File: config.mk
export PLATFORM = sky130hd
export DESIGN_NAME = wbs_cmd_queue
export DESIGN_NICKNAME = d
export VERILOG_FILES = /design/src/rtl/wbs_pkg.sv /design/src/rtl/wbs_cmd_queue.sv
export SDC_FILE = /design/constraint.sdc
export NUM_CORES = 1
export LEC_CHECK = 0
export BUFFER_PORTS_ARGS = -buffer_cell sky130_fd_sc_hd__buf_4
export CORE_ASPECT_RATIO = 1.75
export CORE_MARGIN = 2
export CORE_UTILIZATION = 47
export DETAILED_ROUTE_END_ITERATION = 6
export PLACE_DENSITY = 0.86
export SYNTH_ARGS = -nofsm -noshare
export SYNTH_HDL_FRONTEND = slang
export SYNTH_SLANG_ARGS = --single-unit
export TNS_END_PERCENT = 1
File: constraint.sdc
create_clock -name clk -period 4.35 [get_ports clk]
set_input_delay 0.435 -clock clk [delete_from_list [all_inputs] [get_ports clk]]
set_output_delay 0.435 -clock clk [all_outputs]
set_load 0.005 [all_outputs]
File: src/rtl/wbs_pkg.sv
// Package for the weighted 3x3 blur stream: pixel, command and result types,
// frame limits, filter constants and configuration register indexes.
// No dependencies; every other file of the block but wbs_ram imports it.
package wbs_pkg;

	localparam int MAX_WIDTH  = 1024;
	localparam int MAX_HEIGHT = 4096;
	localparam int MIN_SIZE   = 3;

	localparam int COL_W    = 10;
	localparam int ROW_W    = 12;
	localparam int FWIDTH_W = 11;
	localparam int FHEIGHT_W = 13;
	localparam int PEND_W   = 11;
	localparam int CFG_IDX_W  = 2;
	localparam int CFG_DATA_W = 13;

	localparam int ADDR_W = $clog2(MAX_WIDTH);

	// Weighted sum per channel is at most 18 * 255, which fits in 13 bits.
	localparam int SUM_W = 13;
	// Division by 18: multiply by ceil(2^16 / 18) and shift right by 16.
	// Exact for every sum below 32768.
	localparam int RECIP_W     = 12;
	localparam int RECIP_SHIFT = 16;
	localparam logic [RECIP_W-1:0] RECIP_18 = RECIP_W'(3641);
	localparam logic [7:0] OPAQUE = 8'hFF;

	localparam int CMDQ_DEPTH = 2;
	localparam int CMDQ_AW    = $clog2(CMDQ_DEPTH);
	localparam int OUTQ_DEPTH = 4;
	localparam int OUTQ_AW    = $clog2(OUTQ_DEPTH);
	localparam int OUTQ_CW    = $clog2(OUTQ_DEPTH + 1);

	localparam logic [CFG_IDX_W-1:0] CFG_FRAME_WIDTH   = 2'd0;
	localparam logic [CFG_IDX_W-1:0] CFG_FRAME_HEIGHT  = 2'd1;
	localparam logic [CFG_IDX_W-1:0] CFG_FILTER_ENABLE = 2'd2;

	// Channel 0 is red, 1 green, 2 blue, 3 alpha.
	typedef logic [3:0][7:0] pixel_t;

	typedef struct packed {
		logic [FWIDTH_W-1:0]  frame_width;
		logic [FHEIGHT_W-1:0] frame_height;
		logic                 filter_enable;
	} cfg_t;

	// One unit of work for the back part.
	// Pixel: col is the write/read address, edge_addr the last column,
	//   use_edge selects the last-column pixel of the row two above as output.
	// Drain: use_edge selects the upper store at edge_addr, else the middle
	//   store at col.
	typedef struct packed {
		logic              is_drain;
		logic              emit;
		logic              blur;
		logic              use_edge;
		logic [ADDR_W-1:0] col;
		logic [ADDR_W-1:0] edge_addr;
		pixel_t            px;
		logic [COL_W-1:0]  ocol;
		logic [ROW_W-1:0]  orow;
		logic              last;
	} cmd_t;

	typedef struct packed {
		pixel_t           px;
		logic [COL_W-1:0] col;
		logic [ROW_W-1:0] row;
		logic             last;
	} res_t;

endpackage

File: src/rtl/wbs_cmd_queue.sv
// Short command queue between the front and back parts of the blur stream.
// Depends on wbs_pkg.
module wbs_cmd_queue import wbs_pkg::*; (
	input  logic clk,
	input  logic arst_n,
	input  logic push,
	input  cmd_t cmd_in,
	output logic full,
	input  logic pop,
	output logic valid,
	output cmd_t cmd_out
);

	localparam int CNT_W = $clog2(CMDQ_DEPTH + 1);

	cmd_t               slot_q [CMDQ_DEPTH];
	logic [CMDQ_AW-1:0] wr_ptr_q;
	logic [CMDQ_AW-1:0] rd_ptr_q;
	logic [CNT_W-1:0]   count_q;
	logic               do_pop;

	assign full    = (count_q == CNT_W'(CMDQ_DEPTH));
	assign valid   = (count_q != '0);
	assign cmd_out = slot_q[rd_ptr_q];
	assign do_pop  = pop && valid;

	always_ff @(posedge clk) begin
		if (push) begin
			slot_q[wr_ptr_q] <= cmd_in;
		end
	end

	always_ff @(posedge clk or negedge arst_n) begin
		if (!arst_n) begin
			wr_ptr_q <= '0;
			rd_ptr_q <= '0;
			count_q  <= '0;
		end else begin
			if (push) begin
				wr_ptr_q <= (wr_ptr_q == CMDQ_AW'(CMDQ_DEPTH - 1)) ? '0 : wr_ptr_q + CMDQ_AW'(1);
			end
			if (do_pop) begin
				rd_ptr_q <= (rd_ptr_q == CMDQ_AW'(CMDQ_DEPTH - 1)) ? '0 : rd_ptr_q + CMDQ_AW'(1);
			end
			if (push && !do_pop) begin
				count_q <= count_q + CNT_W'(1);
			end else if (!push && do_pop) begin
				count_q <= count_q - CNT_W'(1);
			end
		end
	end

endmodule

==> flow_summary.toml <==
[logic_synthesis]
synthTopCellsByCount = "edfxtp_1 (158), mux2_4 (79), buf_12 (8)"
seq_area_frac_synth = 0.7701
synth_top_flop_cell = "edfxtp_1"
ys_ff_latch = 162
ys_warn_count = 0
synth_top_area_frac = 0.7542
syn_inst = 262
synth_edf_count = 158
syn-num-nets = 346
yosys.area.top_type = "edfxtp_1"
avgSynthCellArea_um2 = 24.01
synthArstFlopShare = 0.02469
ys_types = 13
ys_top_cells_by_area = "edfxtp_1 (75%), mux2_4 (19%), buf_12 (2.5%), dfrtp_1 (1.6%), xor2_1 (0.42%)"
synth.cell_area_um2 = 6291
yosysMostFrequentCell = "edfxtp_1"

[setup_path]
path_depth = 3
r2r_slack_ps = 2200
worst-path-buf-inv = 2
arrival_ps = 2430
crit_top_cell = "buf_4"
critPathTopFamily = "flip-flops"
cp_slowest_cell = "dfrtp_4"
critical_path_peak_fanout = 43
crit_required_ps = 3910
crit_path_start = "rd_ptr_q"
path_cells = "buf_4, mux2_4, buf_4"
r2r-start = "wr_ptr_q"
max_stage_delay_ps = 960
start_kind = "register"
crit_path_end_kind = "primary output"
crit-reg2reg-capture = "slot_q[0][66]"
crit_path_end = "cmd_out[59]"
r2r_cells = 2
crit_type = "register to primary output"

[grt]
antenna_found_initial = 0
gr-usage-all-layers = 0.1606
grt_overflow_total = 0
grt_pass1_wl_um = 17260
grt_max_degree = 80
grt_pass1_vias = 3338

[layout]
area_growth_pct = 30.43
final.fill_count = 929
nets = 524
drive_above_1_share = 0.6128
diodes = 0

[timing]
timing.fmax_mhz = 349.2
fin_tns_setup_ps = 0
fin_crit_sh = 0.6583
worst_pin_slew_ps = 1189
rsz0062_at_grt = "no"
hold_viol_final = 0
fin_ws_ps = 1486
clock_skew_ps = 6.344
setup_viol = 0
slew_violations = 0
relSlewSlack = 0.2059
period_needed_ps = 2864

[floorplan]
fp.dieArea_um2 = 14360
die_x_um = 91.46
fp.dieH_um = 157.1
initial_utilization = 0.4751
core_um2 = 13240
io_pins = 164
row_count = 56

[drt]
wl_um = 11530
antenna_left = 0
wl_per_cell_um = 18.42
drc_errors = 0
num_vias = 2975
drt_iter0_drc = 99
via_per_inst = 4.752
drtPass1Iterations = 4

[power_and_ir_drop]
p_per_area_nw_per_um2 = 648.4
power.leakage_nw = 3.317
peakVddDrop_mv = 0.7202

[clock_network]
clk_latency_ps = 410
ctsLongestPathBuffers = 2
clk_pin_slew_worst_paths_ps = 60
cts_tree = "done"
htreeDepth = 4
post-cts-setup-buffer-count = 0
cts.sinks = 162
ctsRootBufferMaster = "clkbuf_16"
numCtsBuffers = 17

[place]
portBuffers = 163
post-dp-hpwl_um = 7931
place.gp.congestion = 0.7507
pre_cts_ws_ps = 1904

[worst_hold_path]
holdCritPathClass = "input pin to register"

[run]
maxCapViolCount = 0

[status]
status = "finished clean"
==> registers in the layout (all words and copies together) (netlist names) <==
| name | flops |
|---|---|
| slot_q | 158 |
| wr_ptr_q | 1 |
| count_q | 2 |
| rd_ptr_q | 1 |
==> cells by family (layout without fill, tap and decap cells) <==
kind of cell / after synthesis / after routing / synth area share
DFF: 162 / 162 / 0.7701
adders and majority gates: 1 / 1 / 0.001989
muxes: 79 / 79 / 0.1885
xor gates and xnor gates: 5 / 5 / 0.006962
and+or+nand+nor: 6 / 6 / 0.005171
buffers and inverters: 9 / 199 / 0.02725
==> metal layers <==
metal / GRT usage / share of wire / routed length [µm]
met5: 0 / 0 / 0
met4: 0.07648 / 0.026 / 297
met3: 0.04165 / 0.047 / 547
met2: 0.3022 / 0.59 / 6806
met1: 0.1623 / 0.34 / 3882
==> what timing repair did <==
action / 4_1_cts / 5_1_grt
hold endpoints to repair: 4 / 0
hold buffers: 1 / 0
resized for setup: 0 / 0
==> worst reg2reg max path: cells and delay by family (launching register included) <==
family / cells / cell delay [ps]
AND/OR/NAND/NOR: 1 / 930
buffers and inverters: 1 / 460
flip-flops: 1 / 430
==> placed cells by master, fill, tap and decap left out, types with 2 or more instances in the layout <==
cell type  synthesis  routed
buf_4              0     167
edfxtp_1         158     158
mux2_4            79      79
clkbuf_16          0      17
xor2_1             3       3
bufinv_16          0       3
clkinv_4           0       3
dfrtp_1            4       3
xnor2_1            2       2
clkinv_2           0       2
clkinv_1           0       2
==> layout make-up <==
| type | instances | area (µm²) | share of cell area |
|---|---|---|---|
| timing repair buffer | 168 | 1264 | 0.1540 |
| multi-input combinational | 91 | 1285 | 0.1566 |
| clock buffer | 18 | 429.2 | 0.05230 |
| clock inverter | 13 | 161.4 | 0.01967 |
| sequential | 162 | 4848 | 0.5909 |
| tap | 174 | 217.7 | 0.02653 |
==> where the power goes <==
part | switching [W] | internal [W]
clock | 0.000580 | 0.000902
combinational | 0.000577 | 0.000985
sequential | 0.000196 | 0.00208
==> worst min-delay path by stage <==
stage | start | to | depth (start not counted)
global placement | arst_n | count_q[1] | 1
detailed placement | arst_n | count_q[0] | 1
finish | cmd_in[52] | slot_q[1][52] | 1
CTS | cmd_in[60] | slot_q[1][60] | 1
global route | cmd_in[5] | slot_q[0][5] | 1
floorplan | arst_n | count_q[0] | 0
==> per-stage QoR <==
| step | power, W | area (µm²) | std cells | util | hold WS (ps) |
|---|---|---|---|---|---|
| global route | 0.005549 | 8205 | 626 | 0.6196 | 187.5 |
| floorplan | 0.003313 | 6294 | 262 | - | 139.4 |
| detailed placement | 0.003897 | 7605 | 594 | 0.5743 | 233.5 |
| finish | 0.005320 | 8205 | 626 | 0.6196 | 206.6 |
| CTS | 0.005387 | 8205 | 626 | 0.6196 | 185.9 |
| global placement | 0.003838 | 7605 | 594 | 0.5743 | 230.5 |
No activity file was read; power rests on OpenSTA's default activity.
