===== src/rtl/wbs_pkg.sv =====
// Package for the weighted 3x3 blur stream: pixel, command and result types,
// frame limits, filter constants and configuration register indexes.
// No dependencies; every other file of the block but wbs_ram imports it.
package wbs_pkg;

	localparam int MAX_WIDTH  = 1024;
	localparam int MAX_HEIGHT = 4096;
	localparam int MIN_SIZE   = 3;

	localparam int COL_W    = 10;
	localparam int ROW_W    = 12;
	localparam int FWIDTH_W = 11;
	localparam int FHEIGHT_W = 13;
	localparam int PEND_W   = 11;
	localparam int CFG_IDX_W  = 2;
	localparam int CFG_DATA_W = 13;

	localparam int ADDR_W = $clog2(MAX_WIDTH);

	// Weighted sum per channel is at most 18 * 255, which fits in 13 bits.
	localparam int SUM_W = 13;
	// Division by 18: multiply by ceil(2^16 / 18) and shift right by 16.
	// Exact for every sum below 32768.
	localparam int RECIP_W     = 12;
	localparam int RECIP_SHIFT = 16;
	localparam logic [RECIP_W-1:0] RECIP_18 = RECIP_W'(3641);
	localparam logic [7:0] OPAQUE = 8'hFF;

	localparam int CMDQ_DEPTH = 2;
	localparam int CMDQ_AW    = $clog2(CMDQ_DEPTH);
	localparam int OUTQ_DEPTH = 4;
	localparam int OUTQ_AW    = $clog2(OUTQ_DEPTH);
	localparam int OUTQ_CW    = $clog2(OUTQ_DEPTH + 1);

	localparam logic [CFG_IDX_W-1:0] CFG_FRAME_WIDTH   = 2'd0;
	localparam logic [CFG_IDX_W-1:0] CFG_FRAME_HEIGHT  = 2'd1;
	localparam logic [CFG_IDX_W-1:0] CFG_FILTER_ENABLE = 2'd2;

	// Channel 0 is red, 1 green, 2 blue, 3 alpha.
	typedef logic [3:0][7:0] pixel_t;

	typedef struct packed {
		logic [FWIDTH_W-1:0]  frame_width;
		logic [FHEIGHT_W-1:0] frame_height;
		logic                 filter_enable;
	} cfg_t;

	// One unit of work for the back part.
	// Pixel: col is the write/read address, edge_addr the last column,
	//   use_edge selects the last-column pixel of the row two above as output.
	// Drain: use_edge selects the upper store at edge_addr, else the middle
	//   store at col.
	typedef struct packed {
		logic              is_drain;
		logic              emit;
		logic              blur;
		logic              use_edge;
		logic [ADDR_W-1:0] col;
		logic [ADDR_W-1:0] edge_addr;
		pixel_t            px;
		logic [COL_W-1:0]  ocol;
		logic [ROW_W-1:0]  orow;
		logic              last;
	} cmd_t;

	typedef struct packed {
		pixel_t           px;
		logic [COL_W-1:0] col;
		logic [ROW_W-1:0] row;
		logic             last;
	} res_t;

endpackage


===== src/rtl/wbs_front.sv =====
// Front part of the blur stream: accepts items, tracks the frame position and
// the drain count, and turns each item into a command or drops it.
// Depends on wbs_pkg.
module wbs_front import wbs_pkg::*; (
	input  logic         clk,
	input  logic         arst_n,
	input  cfg_t         cfg,
	input  logic         accept,
	input  logic         kind,
	input  pixel_t       px,
	output logic         cmd_push,
	output cmd_t         cmd
);

	logic [COL_W-1:0]     input_col_q;
	logic [ROW_W-1:0]     input_row_q;
	logic [PEND_W-1:0]    pending_q;
	logic [FWIDTH_W-1:0]  drain_w_q;
	logic [FHEIGHT_W-1:0] drain_h_q;

	logic [FWIDTH_W-1:0]  eff_w;
	logic [FHEIGHT_W-1:0] eff_h;
	logic [COL_W-1:0]     wm1;
	logic [ROW_W-1:0]     hm1;
	logic [COL_W-1:0]     c;
	logic [ROW_W-1:0]     r;
	logic                 ready;
	logic [FWIDTH_W-1:0]  k;
	logic [COL_W-1:0]     dwm1;
	logic                 is_pixel;
	logic                 is_drain;

	always_comb begin
		eff_w = cfg.frame_width;
		if (cfg.frame_width < FWIDTH_W'(MIN_SIZE)) begin
			eff_w = FWIDTH_W'(MIN_SIZE);
		end else if (cfg.frame_width > FWIDTH_W'(MAX_WIDTH)) begin
			eff_w = FWIDTH_W'(MAX_WIDTH);
		end
		eff_h = cfg.frame_height;
		if (cfg.frame_height < FHEIGHT_W'(MIN_SIZE)) begin
			eff_h = FHEIGHT_W'(MIN_SIZE);
		end else if (cfg.frame_height > FHEIGHT_W'(MAX_HEIGHT)) begin
			eff_h = FHEIGHT_W'(MAX_HEIGHT);
		end
	end

	assign wm1 = COL_W'(eff_w - FWIDTH_W'(1));
	assign hm1 = ROW_W'(eff_h - FHEIGHT_W'(1));
	// A position past the current size counts as the last column or row.
	assign c = (input_col_q < wm1) ? input_col_q : wm1;
	assign r = (input_row_q < hm1) ? input_row_q : hm1;
	assign ready = (r >= ROW_W'(2)) || ((r == ROW_W'(1)) && (c >= COL_W'(1)));

	assign k    = drain_w_q + FWIDTH_W'(1) - pending_q;
	assign dwm1 = COL_W'(drain_w_q - FWIDTH_W'(1));

	// Pixels that arrive while a drain is open are dropped, and drain ticks
	// with nothing pending are ignored.
	assign is_pixel = accept && !kind && (pending_q == '0);
	assign is_drain = accept && kind && (pending_q != '0);
	assign cmd_push = is_pixel || is_drain;

	always_comb begin
		cmd = '0;
		cmd.px = px;
		if (kind) begin
			cmd.is_drain  = 1'b1;
			cmd.emit      = 1'b1;
			cmd.use_edge  = (k == '0);
			cmd.edge_addr = dwm1;
			cmd.col       = COL_W'(k - FWIDTH_W'(1));
			cmd.last      = (pending_q == PEND_W'(1));
			if (k == '0) begin
				cmd.ocol = dwm1;
				cmd.orow = ROW_W'(drain_h_q - FHEIGHT_W'(2));
			end else begin
				cmd.ocol = COL_W'(k - FWIDTH_W'(1));
				cmd.orow = ROW_W'(drain_h_q - FHEIGHT_W'(1));
			end
		end else begin
			cmd.emit      = ready;
			cmd.blur      = cfg.filter_enable && (c >= COL_W'(2)) && (r >= ROW_W'(2));
			cmd.use_edge  = (c == '0);
			cmd.col       = c;
			cmd.edge_addr = wm1;
			if (c == '0) begin
				cmd.ocol = wm1;
				cmd.orow = r - ROW_W'(2);
			end else begin
				cmd.ocol = c - COL_W'(1);
				cmd.orow = r - ROW_W'(1);
			end
		end
	end

	always_ff @(posedge clk or negedge arst_n) begin
		if (!arst_n) begin
			input_col_q <= '0;
			input_row_q <= '0;
			pending_q   <= '0;
			drain_w_q   <= '0;
			drain_h_q   <= '0;
		end else if (is_drain) begin
			pending_q <= pending_q - PEND_W'(1);
		end else if (is_pixel) begin
			if (c == wm1) begin
				input_col_q <= '0;
				if (r == hm1) begin
					input_row_q <= '0;
					pending_q   <= PEND_W'(eff_w + FWIDTH_W'(1));
					drain_w_q   <= eff_w;
					drain_h_q   <= eff_h;
				end else begin
					input_row_q <= r + ROW_W'(1);
				end
			end else begin
				input_col_q <= c + COL_W'(1);
				input_row_q <= r;
			end
		end
	end

endmodule


===== config.mk =====
export PLATFORM = sky130hd
export DESIGN_NAME = wbs_front
export DESIGN_NICKNAME = d
export VERILOG_FILES = /design/src/rtl/wbs_pkg.sv /design/src/rtl/wbs_front.sv
export SDC_FILE = /design/constraint.sdc
export NUM_CORES = 1
export LEC_CHECK = 0
export BUFFER_PORTS_ARGS = -buffer_cell sky130_fd_sc_hd__buf_2
export CAP_MARGIN = 20
export CORE_ASPECT_RATIO = 1.75
export CORE_MARGIN = 2
export CORE_UTILIZATION = 50
export CTS_BUF_LIST = sky130_fd_sc_hd__clkbuf_4 sky130_fd_sc_hd__clkbuf_8 sky130_fd_sc_hd__clkbuf_16
export DETAILED_ROUTE_END_ITERATION = 8
export PLACE_DENSITY = 0.72
export SLEW_MARGIN = 20
export SYNTH_ARGS = -nofsm -noshare
export SYNTH_HDL_FRONTEND = slang
export SYNTH_SLANG_ARGS = --single-unit

===== constraint.sdc =====
create_clock -name clk -period 10.4 [get_ports clk]
set_clock_uncertainty 0.05 [all_clocks]
set_input_delay 0 -clock clk [delete_from_list [all_inputs] [get_ports clk]]
set_output_delay 0 -clock clk [all_outputs]
set_load 0.05 [all_outputs]

==> flow_metrics.env <==
export IMPL_outcome="complete, no violations"
export IMPL_worst_pin_slew_ns=0.960
export IMPL_fin_util=0.548
export IMPL_startpoint_type="input pin"
export IMPL_synth_area_um2=8260
export IMPL_die_w_um=101
export IMPL_hold_ws_ns=0.0206
export IMPL_h_tree_depth=2
export IMPL_drc=0
export IMPL_mostFrequentLayoutCell="nand2_1"
export IMPL_cp_end_kind="output port"
export IMPL_final_nets=1253
export IMPL_io_buffers=76
export IMPL_synth_cell_type_count=95
export IMPL_hpwl_mm=21.0
export IMPL_crit_top_cell="ha_1"
export IMPL_slowest_stage="nor4_1"
export IMPL_min_path_cells=3
export IMPL_clock_latency_ns=0.31
export IMPL_p_leak_uw=0.00386
export IMPL_maxSlewViolCount=0
export IMPL_cts_root_buf="clkbuf_16"
export IMPL_drive_gt1_frac=0.132
export IMPL_synth_seq_area_share=0.170
export IMPL_antenna_found_initial=0
export IMPL_worstPathArrival_ns=7.59
export IMPL_numCtsBuffers=5
export IMPL_synth_edff_count=0
export IMPL_crit_chain="dlygate4sd3_1 -> buf_2 -> nor4_1 -> a21oi_1 -> or2_2 -> ha_1 -> xor2_1 -> clkinv_1 -> ha_1 -> a21o_1 -> a221oi_1 -> o31ai_1 -> maj3_1 -> a21o_2 -> o21ai_0 -> ha_1 -> nor2b_1 -> and4_1 -> mux2_2 -> nor2_1 -> o311ai_0 -> and4b_1 -> a21oi_1 -> buf_2"
export IMPL_ioPinCount=141
export IMPL_setup_viol_count_final=0
export IMPL_clk_pin_slew_ns=0.08
export IMPL_ys_seq_elements=56
export IMPL_grt_overflow_total=0
export IMPL_max_freq_ghz=0.131
export IMPL_std_cell_rows=62
export IMPL_async_flop_share=1.00
export IMPL_synth_area_leaders="dfrtp_1 (17%), ha_1 (7.9%), o21ai_0 (5.6%)"
export IMPL_grt_pass1_vias=8073
export IMPL_globalRouteTotalUtil=0.307
export IMPL_required_ns=10.35
export IMPL_critPathMaxStageDelay_ns=0.69
export IMPL_synthFlopType="dfrtp_1"
export IMPL_placed_area_um2=8390
export IMPL_most_common_layout_cells="nand2_1 (119), o21ai_0 (92), nor2_1 (80), buf_2 (76), a21oi_1 (61)"
export IMPL_relSlewSlack=0.360
export IMPL_layout_min_cycle_time_ns=7.64
export IMPL_grt_max_degree=83
export IMPL_drt_initial_drc_count=624
export IMPL_synthesis_nets=1226
export IMPL_worstSetupPathType="in2out"
export IMPL_yosys_area_top_type="dfrtp_1"
export IMPL_cts_buffer_depth=2
export IMPL_totalWireLength_mm=27.7
export IMPL_power_density_nw_per_um2=86.7
export IMPL_crit_fanout=31
export IMPL_clock_sinks=56
export IMPL_vdd_drop_max_uv=64.5
export IMPL_final_area_um2=8930
export IMPL_route_vias_total=8821
export IMPL_antenna_cells=0
export IMPL_dieArea_um2=17600
export IMPL_avgSynthCellArea_um2=7.43
export IMPL_synth_top_cell_area_share=0.170
export IMPL_viasPerCell=6.62
export IMPL_hold_class="in2reg"
export IMPL_core_um2=16300
export IMPL_firstDrtPassIters=7
export IMPL_syn_inst=1112
export IMPL_initial_core_util=0.507
export IMPL_grt_pass1_wl_mm=42.8
export IMPL_syn_to_final_growth_pct=8.07
export IMPL_fin_setup_tns_ns=0
export IMPL_fin_crit_sh=0.734
export IMPL_yosysWarnings=0
export IMPL_cts_tree="yes"
export IMPL_rsz0062_at_grt="false"
export IMPL_hold_viol=0
export IMPL_gp_congestion=1.01
export IMPL_die_h_um=174
export IMPL_worst_r2r_path_depth=13
export IMPL_route_antenna_remaining_nets=0
export IMPL_wl_per_cell_um=20.8
export IMPL_drv_cap=0
==> stage by stage <==
step           worst slack [ns]  power (µW)  std cells
2_1_floorplan              2.83         495       1112
3_3_place_gp               3.59         546       1286
3_5_place_dp               3.44         548       1286
4_1_cts                    2.90         770       1332
5_1_grt                    2.07         805       1332
6_report                   2.76         774       1332
==> worst max-delay path: cells and delay by family <==
| family | cells | cell delay (ns) |
|---|---|---|
| AO/OA/AOI/OAI | 8 | 2.22 |
| adder cells (fa/ha/maj) | 4 | 1.32 |
| multiplexers | 1 | 0.45 |
| XOR/XNOR | 1 | 0.38 |
| buffers and inverters | 4 | 1.31 |
| AND/OR/NAND/NOR | 6 | 1.90 |
==> area by class of cell <==
class | count | area [µm²]
inverters | 44 | 165
fillers | 1591 | 7360
well taps | 192 | 240
multi-input cells | 907 | 6120
clock inverters | 3 | 27.5
repair buffers | 125 | 843
flip-flops and latches | 56 | 1400
clock buffers | 5 | 125
==> flip-flops by register name, indices dropped and copies added, names as in the netlist <==
signal       cells
input_col_q     10
drain_h_q       12
input_row_q     12
drain_w_q       11
pending_q       11
==> final timing paths <==
kind	startpoint	endpoint	slack, ns
worst min-delay path	cfg[9]	drain_h_q[8]	0.02
worst min register to register	drain_h_q[1]	drain_h_q[1]	0.43
min in group asynchronous	arst_n	input_col_q[8]	0.31
max in group asynchronous	arst_n	drain_h_q[7]	9.39
worst max register to register	input_col_q[5]	input_col_q[8]	6.00
worst max-delay path	cfg[23]	cmd[7]	2.76
==> cell families (layout without fill, tap and decap cells) <==
family	Yosys count	in the layout	synth area share
and+or+nand+nor	421	421	0.264
AOI/OAI and AO/OA	304	304	0.245
buffers and inverters	149	177	0.0903
xor gates and xnor gates	84	84	0.0907
DFF	56	56	0.170
adders and majority gates	55	55	0.0836
muxes	43	43	0.0562
==> what timing repair did <==
| item | in CTS | in global routing |
|---|---|---|
| buffers inserted | 0 | 0 |
| hold buffers | 38 | 0 |
| hold endpoints to repair | 93 | 0 |
| gates resized for setup | 0 | 0 |
==> where the power goes <==
group          switching [µW]  leakage (µW)  internal, µW
Combinational             254       0.00307           104
Clock                    97.0     0.0000719          92.1
Sequential               4.94      0.000711           222
==> Yosys cell counts, types with 8 or more instances <==
cell      number
a211oi_1       8
a21o_1        11
a21oi_1       61
a22oi_1        9
and3_1        14
buf_2         11
buf_4         37
clkbuf_1      50
dfrtp_1       56
ha_1          52
inv_1         40
mux2_2        17
mux2i_1       25
nand2_1      119
nand2b_1      15
nand3_1       41
nand4_1        8
nor2_1        80
nor2b_1       19
nor3_1        41
nor4_1        15
nor4b_1        9
o211ai_1      12
o21ai_0       92
o22ai_1       10
o31ai_1       12
or3_1         10
xnor2_1       50
xor2_1        33
==> per-layer routing <==
| layer | track usage | vias to the layer above | wire, µm |
|---|---|---|---|
| met3 | 0.0249 | 124 | 1990 |
| li1 | - | 4078 | - |
| met1 | 0.342 | 4082 | 9740 |
| met4 | 0.182 | 0 | 1990 |
| met5 | 0 | - | 0 |
| met2 | 0.551 | 537 | 14000 |
Power figures use the tool's default switching activity.
